## config.mk

```make
export PLATFORM = sky130hd
export DESIGN_NAME = intel_hex_record_loader_core
export DESIGN_NICKNAME = d
export VERILOG_FILES = /design/src/hw/rtl/ihl_pkg.sv /design/src/hw/rtl/ihl_parser.sv /design/src/hw/rtl/intel_hex_record_loader_core.sv
export SDC_FILE = /design/constraint.sdc
export NUM_CORES = 1
export LEC_CHECK = 0
export BUFFER_PORTS_ARGS = -buffer_cell sky130_fd_sc_hd__clkbuf_2
export CORE_ASPECT_RATIO = 0.7
export CORE_MARGIN = 1.5
export CORE_UTILIZATION = 64
export CTS_CLUSTER_DIAMETER = 60
export DETAILED_ROUTE_END_ITERATION = 10
export GPL_TIMING_DRIVEN = 0
export PLACE_DENSITY = 0.92
export SYNTH_ARGS = -nofsm -noshare
export SYNTH_HDL_FRONTEND = slang
export SYNTH_SLANG_ARGS = --single-unit
export TNS_END_PERCENT = 10
```

## constraint.sdc

```tcl
create_clock -name aclk -period 8.25 [get_ports aclk]
set_clock_uncertainty 0.1 [all_clocks]
set_input_delay 1.2375 -clock aclk [delete_from_list [all_inputs] [get_ports aclk]]
set_output_delay 1.2375 -clock aclk [all_outputs]
set_load 0.02 [all_outputs]
```

## src/hw/rtl/ihl_pkg.sv

```systemverilog
`timescale 1ns / 1ps
// ----------------------------------------------------------------------------
// ihl_pkg
// Shared types, codes and helpers for the hex record loader.
// ----------------------------------------------------------------------------
package ihl_pkg;

    // Default width of the load address
    localparam int ADDR_BITS_DEFAULT = 16;

    // Record start character
    localparam logic [7:0] START_CHAR = 8'h3A;
    // Character that marks an unexpected end of the stream
    localparam logic [7:0] END_MARK   = 8'hFF;

    // Status codes
    localparam logic [2:0] ST_BUSY     = 3'd0;
    localparam logic [2:0] ST_OK       = 3'd1;
    localparam logic [2:0] ST_EOF      = 3'd2;
    localparam logic [2:0] ST_UNEXP    = 3'd3;
    localparam logic [2:0] ST_BADSTART = 3'd4;
    localparam logic [2:0] ST_BADTYPE  = 3'd5;
    localparam logic [2:0] ST_CSUM     = 3'd6;

    // Record types
    localparam logic [7:0] REC_DATA = 8'h00;
    localparam logic [7:0] REC_EOF  = 8'h01;

    // One result item
    typedef struct packed {
        logic        write_valid;
        logic [15:0] write_addr;
        logic [7:0]  write_data;
        logic [2:0]  status;
    } ihl_result_t;

    // Convert one hex character; characters above '9' lose 55, all else loses 48, 8-bit wrap
    function automatic logic [7:0] digit_value(input logic [7:0] c);
        logic [7:0] v;
        if (c > 8'h39) begin
            v = c - 8'd55;
        end else begin
            v = c - 8'd48;
        end
        return v;
    endfunction

endpackage

```

## src/hw/rtl/ihl_parser.sv

```systemverilog
`timescale 1ns / 1ps
// ----------------------------------------------------------------------------
// ihl_parser
// Record state machine: holds the parse state and works out the result of
// the current character in one pass.
// ----------------------------------------------------------------------------
module ihl_parser #(
    parameter int ADDR_BITS = ihl_pkg::ADDR_BITS_DEFAULT
) (
    input  logic                aclk,
    input  logic                aresetn,
    input  logic                step_en,
    input  logic [7:0]          char_in,
    output ihl_pkg::ihl_result_t result
);

    // Phase codes
    localparam logic [2:0] PH_START = 3'd0;
    localparam logic [2:0] PH_COUNT = 3'd1;
    localparam logic [2:0] PH_AHI   = 3'd2;
    localparam logic [2:0] PH_ALO   = 3'd3;
    localparam logic [2:0] PH_TYPE  = 3'd4;
    localparam logic [2:0] PH_DATA  = 3'd5;
    localparam logic [2:0] PH_CSUM  = 3'd6;
    localparam logic [2:0] PH_EOL   = 3'd7;

    logic [2:0]           phase_reg, phase_next;
    logic                 hnp_reg, hnp_next;
    logic [7:0]           acc_reg, acc_next;
    logic [7:0]           left_reg, left_next;
    logic [ADDR_BITS-1:0] addr_reg, addr_next;
    logic [7:0]           sum_reg, sum_next;
    logic [2:0]           fin_reg, fin_next;

    logic [7:0]  digit;
    logic [7:0]  byte_val;
    logic [7:0]  left_dec;
    logic [31:0] addr_ext;

    assign digit    = ihl_pkg::digit_value(char_in);
    assign byte_val = acc_reg + digit;
    assign left_dec = left_reg - 8'd1;
    assign addr_ext = 32'(addr_reg);

    // Work out next state and the result of this character
    always_comb begin
        phase_next = phase_reg;
        hnp_next   = hnp_reg;
        acc_next   = acc_reg;
        left_next  = left_reg;
        addr_next  = addr_reg;
        sum_next   = sum_reg;
        fin_next   = fin_reg;
        result     = '0;

        if (fin_reg != ihl_pkg::ST_BUSY) begin
            // Hold the final status
            result.status = fin_reg;
        end else if (phase_reg == PH_START) begin
            if (char_in == ihl_pkg::END_MARK) begin
                fin_next = ihl_pkg::ST_UNEXP;
            end else if (char_in != ihl_pkg::START_CHAR) begin
                fin_next = ihl_pkg::ST_BADSTART;
            end else begin
                sum_next   = 8'd0;
                hnp_next   = 1'b0;
                phase_next = PH_COUNT;
            end
            result.status = fin_next;
        end else if (phase_reg == PH_EOL) begin
            // Line end: test the checksum
            if (sum_reg == 8'd0) begin
                result.status = ihl_pkg::ST_OK;
                phase_next    = PH_START;
            end else begin
                fin_next      = ihl_pkg::ST_CSUM;
                result.status = ihl_pkg::ST_CSUM;
            end
        end else if (!hnp_reg) begin
            // First digit of a byte
            acc_next = {digit[3:0], 4'b0000};
            hnp_next = 1'b1;
        end else begin
            // Second digit completes a byte
            hnp_next = 1'b0;
            sum_next = sum_reg + byte_val;
            unique case (phase_reg)
                PH_COUNT: begin
                    left_next = byte_val;
                    if (byte_val == 8'd0) begin
                        fin_next = ihl_pkg::ST_EOF;
                    end else begin
                        phase_next = PH_AHI;
                    end
                end
                PH_AHI: begin
                    addr_next  = ADDR_BITS'(32'(byte_val));
                    phase_next = PH_ALO;
                end
                PH_ALO: begin
                    addr_next  = ADDR_BITS'({16'd0, addr_ext[7:0], byte_val});
                    phase_next = PH_TYPE;
                end
                PH_TYPE: begin
                    if (byte_val == ihl_pkg::REC_EOF) begin
                        fin_next = ihl_pkg::ST_EOF;
                    end else if (byte_val != ihl_pkg::REC_DATA) begin
                        fin_next = ihl_pkg::ST_BADTYPE;
                    end else begin
                        phase_next = PH_DATA;
                    end
                end
                PH_DATA: begin
                    result.write_valid = 1'b1;
                    result.write_addr  = addr_ext[15:0];
                    result.write_data  = byte_val;
                    addr_next          = addr_reg + ADDR_BITS'(1);
                    left_next          = left_dec;
                    if (left_dec == 8'd0) begin
                        phase_next = PH_CSUM;
                    end
                end
                default: begin
                    // Checksum byte done, expect the line end
                    phase_next = PH_EOL;
                end
            endcase
            result.status = fin_next;
        end
    end

    // Advance the state on each accepted item
    always_ff @(posedge aclk) begin
        if (!aresetn) begin
            phase_reg <= PH_START;
            hnp_reg   <= 1'b0;
            acc_reg   <= 8'd0;
            left_reg  <= 8'd0;
            addr_reg  <= '0;
            sum_reg   <= 8'd0;
            fin_reg   <= ihl_pkg::ST_BUSY;
        end else if (step_en) begin
            phase_reg <= phase_next;
            hnp_reg   <= hnp_next;
            acc_reg   <= acc_next;
            left_reg  <= left_next;
            addr_reg  <= addr_next;
            sum_reg   <= sum_next;
            fin_reg   <= fin_next;
        end
    end

endmodule

```

## src/hw/rtl/intel_hex_record_loader_core.sv

```systemverilog
`timescale 1ns / 1ps
// ----------------------------------------------------------------------------
// intel_hex_record_loader_core
// Parses a hex record text stream and issues memory byte writes.
// ----------------------------------------------------------------------------
// Usage:
//   Feed one text character per item on the s_ channel (s_tdata[7:0]).
//   Every accepted character produces exactly one result item on the m_
//   channel: a write flag, address and byte, plus a status code.
//   m_tvalid rises in the cycle after input accept; one character is
//   taken every cycle while the receiver does not stall, with the single-pass
//   parser between the state flip-flops and the output register.
//   When the receiver stalls (m_tready low), the result is held in the
//   output register and s_tready drops until it is taken; it rises again in
//   the cycle the result leaves, so a new item enters alongside.
//   Reset (aresetn low, synchronous) returns the parser to waiting for a
//   start character, clears any finished or error status and empties the
//   output register. End-of-file and error statuses are sticky until reset.
// ----------------------------------------------------------------------------
module intel_hex_record_loader_core #(
    parameter int ADDR_BITS = ihl_pkg::ADDR_BITS_DEFAULT
) (
    input  logic        aclk,
    input  logic        aresetn,
    input  logic        s_tvalid,
    output logic        s_tready,
    input  logic [7:0]  s_tdata,   // [7:0] char_in
    output logic        m_tvalid,
    input  logic        m_tready,
    output logic [23:0] m_tdata,   // [15:0] write_addr, [23:16] write_data
    output logic [3:0]  m_tuser    // [0] write_valid, [3:1] status
);

    ihl_pkg::ihl_result_t step_res;
    ihl_pkg::ihl_result_t out_reg;
    logic                 valid_reg;
    logic                 accept;

    assign s_tready = !valid_reg || m_tready;
    assign accept   = s_tvalid && s_tready;

    ihl_parser #(
        .ADDR_BITS (ADDR_BITS)
    ) u_parser (
        .aclk    (aclk),
        .aresetn (aresetn),
        .step_en (accept),
        .char_in (s_tdata),
        .result  (step_res)
    );

    // Output valid: load on accept, drop once taken
    always_ff @(posedge aclk) begin
        if (!aresetn) begin
            valid_reg <= 1'b0;
        end else if (accept) begin
            valid_reg <= 1'b1;
        end else if (m_tready) begin
            valid_reg <= 1'b0;
        end
    end

    // Output payload
    always_ff @(posedge aclk) begin
        if (accept) begin
            out_reg <= step_res;
        end
    end

    assign m_tvalid = valid_reg;
    assign m_tdata  = {out_reg.write_data, out_reg.write_addr};
    assign m_tuser  = {out_reg.status, out_reg.write_valid};

endmodule

```

======== Yosys cells after proc, flatten, opt, wreduce, memory -nomap -nowiden ========
Index checks and enable logic that the tools add are counted.
cells by class
  add/sub/neg operators ................... 6
  $lt $le $gt $ge ......................... 1
  eq/ne operators ......................... 18
  multiplexer cells ....................... 42
  bitwise gates (word level) .............. 5
  reductions and logical operators ........ 23
operators with widths
  kind                                                            count
  2-to-1 mux 3 bit                                                24
  2-to-1 mux 8 bit                                                6
  one-hot mux 16 bit (3 select lines)                             1
  2-to-1 mux 25 bit                                               1
  logical NOT 8 bit                                               3
  AND reduction 6 bit                                             3
  adder 16 x 1 -> 16 bit (second input constant)                  1
  adder 8 bit                                                     2
  one-hot mux 8 bit (2 select lines)                              1
  subtractor 8 x 6 -> 8 bit (second input constant)               2
  one-hot mux 3 bit (5 select lines)                              1
  inequality test 4 x 2 -> 1 bit (second input constant)          3
  AND reduction 10 bit                                            1
  AND reduction 5 bit                                             2
  == test 3 bit (second input constant)                           3
  nonzero test 3 bit                                              3
  == test 8 x 1 -> 1 bit (second input constant)                  1
  == test 8 bit (second input constant)                           1
  greater-than comparator 8 x 6 -> 1 bit (second input constant)  1
  inequality test 8 x 6 -> 1 bit (second input constant)          1
  nonzero test 8 bit                                              1
  subtractor 8 x 1 -> 8 bit (second input constant)               1
  2-to-1 mux 1 bit                                                7
  == test 3 x 2 -> 1 bit (second input constant)                  2
  other kinds (15)                                                23
word-level totals
  register bits ........................... 72
  input bits .............................. 12
  output and inout port bits .............. 30

======== Depth between registers and ports, before layout ========
  depth in word-level cells ............... 11
  depth in mapped cells ................... 16

======== Hierarchy ========
From an unflattened synthesis, not the netlist that was laid out.
second synthesis, totals
  cells, all modules ...................... 500
  area total of the unflattened synthesis .. 4379.2 sq um
by module, submodules not included
  module                        instances  cells each  area an instance (sq um)  sequential area each (sq um)
  ihl_parser                    1          467         3480.8                    860.8
  intel_hex_record_loader_core  1          33          898.4                     860.8

======== Worst setup path after synthesis ========
OpenSTA, ideal clock, no wires.
  kind .................................... input port to flip-flop
  start ................................... input port s_tdata[4]
  end ..................................... register u_parser.sum_reg[7]
  arrival ................................. 4.257 ns
  path slack .............................. 3.819 ns
  cell stages on the path ................. 15
  buffers on the path ..................... 1
  cells stage by stage .................... ha_1 > and2_1 > buf_4 > a21oi_4 > mux2_2 > inv_1 > fa_1 > inv_1 > ha_1 > nor3_1 > nor2_1 > o41a_2 > and3_1 > or4_1 > a31oi_1
between the ends
  longest elaborated chain between the ends .. 7
ends and longest elaborated chain
  what                                               line                                source
  start: declaration                                 intel_hex_record_loader_core.sv:27  input logic [7:0] s_tdata,
  subtractor 8 x 6 -> 8 bit (tied with other cells)  ihl_pkg.sv:43                       v = c - 8'd48;
  2-to-1 mux 8 bit *                                 ihl_pkg.sv:40                       if (c > 8'h39) begin
  adder 8 bit *                                      ihl_parser.sv:41                    assign byte_val = acc_reg + digit;
  net u_parser.byte_val[5]                           ihl_parser.sv:36                    logic [7:0] byte_val;
  adder 8 bit *                                      ihl_parser.sv:86                    sum_next = sum_reg + byte_val;
  2-to-1 mux 8 bit *                                 ihl_parser.sv:79                    end else if (!hnp_reg) begin
  2-to-1 mux 8 bit *                                 ihl_parser.sv:70                    end else if (phase_reg == PH_EOL) begin
  2-to-1 mux 8 bit *                                 ihl_parser.sv:59                    end else if (phase_reg == PH_START) begin
  end signal: assignment                             ihl_parser.sv:148                   sum_reg <= sum_next;
  end: declaration                                   ihl_parser.sv:32                    logic [7:0] sum_reg, sum_next;
The timed path passes the listed nets; every way through them passes the cells marked *. The select of a mux whose other input is x is not followed.
A chain may end at the register's enable or synchronous reset.

======== Final worst setup path ========
  start ................................... input port s_tdata[1]
  end ..................................... register u_parser.sum_reg[7]
Same word-level chain as after synthesis.

==> flow_summary.json <==
{
  "fmax_mhz": 199,
  "p_per_area_nw_per_um2": 163,
  "num_io_pins": 42,
  "synth.largest_area_cell": "dfxtp_1",
  "cp-start-kind": "input port",
  "dieArea_sq_um": 7330,
  "grt_pass1_wl_mm": 19.9,
  "outcome": "finished, final reports clean",
  "yosysTopAreaCellShare_pct": 20.2,
  "cp_max_fo": 6,
  "start_util_pct": 68.3,
  "fin_nets": 600,
  "die_h_microns": 72.1,
  "min_period_ns": 5.03,
  "synth-edff-count": 28,
  "ys_async_sr_fraction_pct": 0,
  "ctsHoldBuffers": 0,
  "seq_power_share_pct": 47.4,
  "dieWidth_microns": 102,
  "grt_pass1_vias": 4046,
  "yosysWarningCount": 0,
  "hold_violations": 0,
  "ys_seq_area_share_pct": 39.4,
  "worstMarginPinSlew_ns": 1.08,
  "ctsResizeCount": 0,
  "power_frac_comb_pct": 11.9,
  "syn-num-nets": 548,
  "wl_per_cell_microns": 19.2,
  "rsz0062_at_grt": "no",
  "dpl.hpwl_mm": 8.78,
  "numCtsBuffers": 9,
  "criticalPathCategory": "in -> reg",
  "routed_wl_mm": 12.8,
  "rows": 24,
  "path_clk_slew_ns": 0.09,
  "postCtsSetupBuffers": 0,
  "n_fill_cell": 454,
  "setup.worst_path.end_class": "flop",
  "io_buffers": 40,
  "grt_use_total_pct": 35.6,
  "seq_area_sq_um": 1720,
  "antennaDiodeCount": 0,
  "ant_nets": 0,
  "multi_input_comb_area_sq_um": 2430,
  "p_int_w": 0.000581,
  "tns_ns": 0,
  "finalSetupViolCount": 0,
  "vias": 4451,
  "hold_ws_ns": 0.379,
  "largest_reg_flops": 24,
  "cp.arrival_ns": 5.23,
  "max-cap-violations": 0,
  "layout_commonest_cell": "nor2_1",
  "coreArea_sq_um": 6400,
  "slew_viol_final": 0,
  "slew_headroom_pct": 27.3,
  "yosysUniqueCellTypes": 74,
  "gp_congestion": 0.967,
  "clk_latency_ns": 0.37,
  "drt-initial-drc-count": 697,
  "synth_seq_cells": 72,
  "postSynthAreaPerCell_sq_um": 8.46,
  "cts_num_sinks": 72,
  "htree_levels": 3,
  "synth_area_leaders": "dfxtp_1 20%, edfxtp_1 19%, o21ai_0 5.3%, ha_1 5.2%, nor2_1 5.2%",
  "drcViolationCount": 0,
  "overflow": 0,
  "fin_crit_sh_pct": 61.0,
  "root_buffer": "clkbuf_8",
  "avgViaCountPerCell": 6.70,
  "ir_drop_mv": 0.0849,
  "synthToLayoutAreaGrowth_pct": 13.1,
  "drive_above_1_share_pct": 15.7,
  "firstDrtPassIters": 6,
  "synthCells": 516,
  "crit_required_ns": 8.45,
  "p_sw_share_pct": 27.7,
  "hold_path_class": "reg -> reg",
  "p_clk_share_pct": 40.7,
  "p_leak_nw": 1.93,
  "synthesis.area_sq_um": 4370,
  "switchingPower_w": 0.000222,
  "antenna_found_initial": 0,
  "mostFrequentLayoutCells": "60 x nor2_1, 46 x o21ai_0, 44 x dfxtp_1",
  "cts_buffer_depth": 2,
  "cts_tree": "built",
  "yosys_most_used_dff": "dfxtp_1",
  "grt_max_degree": 30
}
[path summary, 6_finish.rpt]
path              slack (ns)                 from  cells after the start                   to
setup / recovery        3.22           s_tdata[1]                     16  u_parser.sum_reg[7]
hold / removal          0.38  u_parser.sum_reg[0]                      2  u_parser.sum_reg[0]
setup reg to reg        4.80  u_parser.acc_reg[4]                     11  u_parser.sum_reg[7]
hold reg to reg         0.38  u_parser.sum_reg[0]                      2  u_parser.sum_reg[0]
[kinds of logic after synthesis]
family                     Yosys count  synth area share, %
AOI/OAI and AO/OA                  152                 22.3
xor gates and xnor gates             7                 1.40
adders and majority gates           20                 6.08
buffers and inverters               51                 4.84
DFF                                 72                 39.4
muxes                                4                 1.06
and+or+nand+nor                    210                 24.9
[cell usage after synthesis, drive strengths merged (3+ instances only)]
master / count
nor2: 60
o21ai: 47
dfxtp: 44
a21oi: 43
nand2: 42
edfxtp: 28
and3: 24
inv: 23
clkbuf: 20
ha: 18
nand3: 17
nor3: 16
a211oi: 9
buf: 8
and2: 7
nand4: 7
a31oi: 6
o21a: 6
or4: 6
a21o: 5
nor4: 5
or2: 5
or3: 5
xnor2: 5
nor2b: 4
nor3b: 4
o211ai: 4
a22oi: 3
a2bb2oi: 3
nand2b: 3
o21bai: 3
[power groups by stage]
stage	combinational, W	sequential, W	clock, W
5_1_grt	0.000101	0.000382	0.000337
4_1_cts	0.0000896	0.000381	0.000324
3_3_place_gp	0.0000854	0.000389	0
2_1_floorplan	0.0000492	0.000397	0
3_5_place_dp	0.0000887	0.000389	0
6_report	0.0000954	0.000381	0.000327
[worst max-delay path: stages]
cell and delay [ns]:
clkbuf_2 0.15, inv_1 0.09, ha_1 0.21, o21bai_1 0.35, a21oi_4 0.15, mux2_2 0.27, inv_1 0.06, fa_1 0.40
xnor2_1 0.77, ha_1 0.40, nor2_1 0.11, nor2_1 0.06, o41a_2 0.13, and3_1 0.20, or4_1 0.46, a31oi_1 0.17
[through the flow]
stage	cell area, sq um	setup slack, ns	utilization (%)	cells	power [W]
global route	4940	3.10	77.2	664	0.000820
finish	4940	3.22	77.2	664	0.000803
CTS	4910	3.38	76.7	663	0.000794
global placement	4680	3.25	73.2	647	0.000474
floorplan	4370	3.82	-	516	0.000446
detailed placement	4680	2.99	73.2	647	0.000478
[routing by layer]
| metal | share of wire (%) | vias up | global-route usage [%] |
|---|---|---|---|
| li1 | - | 1995 | - |
| met1 | 39 | 2073 | 49.1 |
| met2 | 44 | 341 | 54.9 |
| met3 | 14 | 42 | 9.25 |
| met4 | 2.5 | 0 | 11.6 |
| met5 | 0 | - | 0 |
[final cells by class]
type	count	share of cell area (%)
Tap cell	91	2.31
Multi-Input combinational cell	393	49.3
Buffer	28	2.53
Clock buffer	9	2.51
Sequential cell	72	34.9
Inverter	23	1.75
Clock inverter	7	2.13
Timing Repair Buffer	41	4.61
Note: power is estimated with default switching activity, not from simulation.
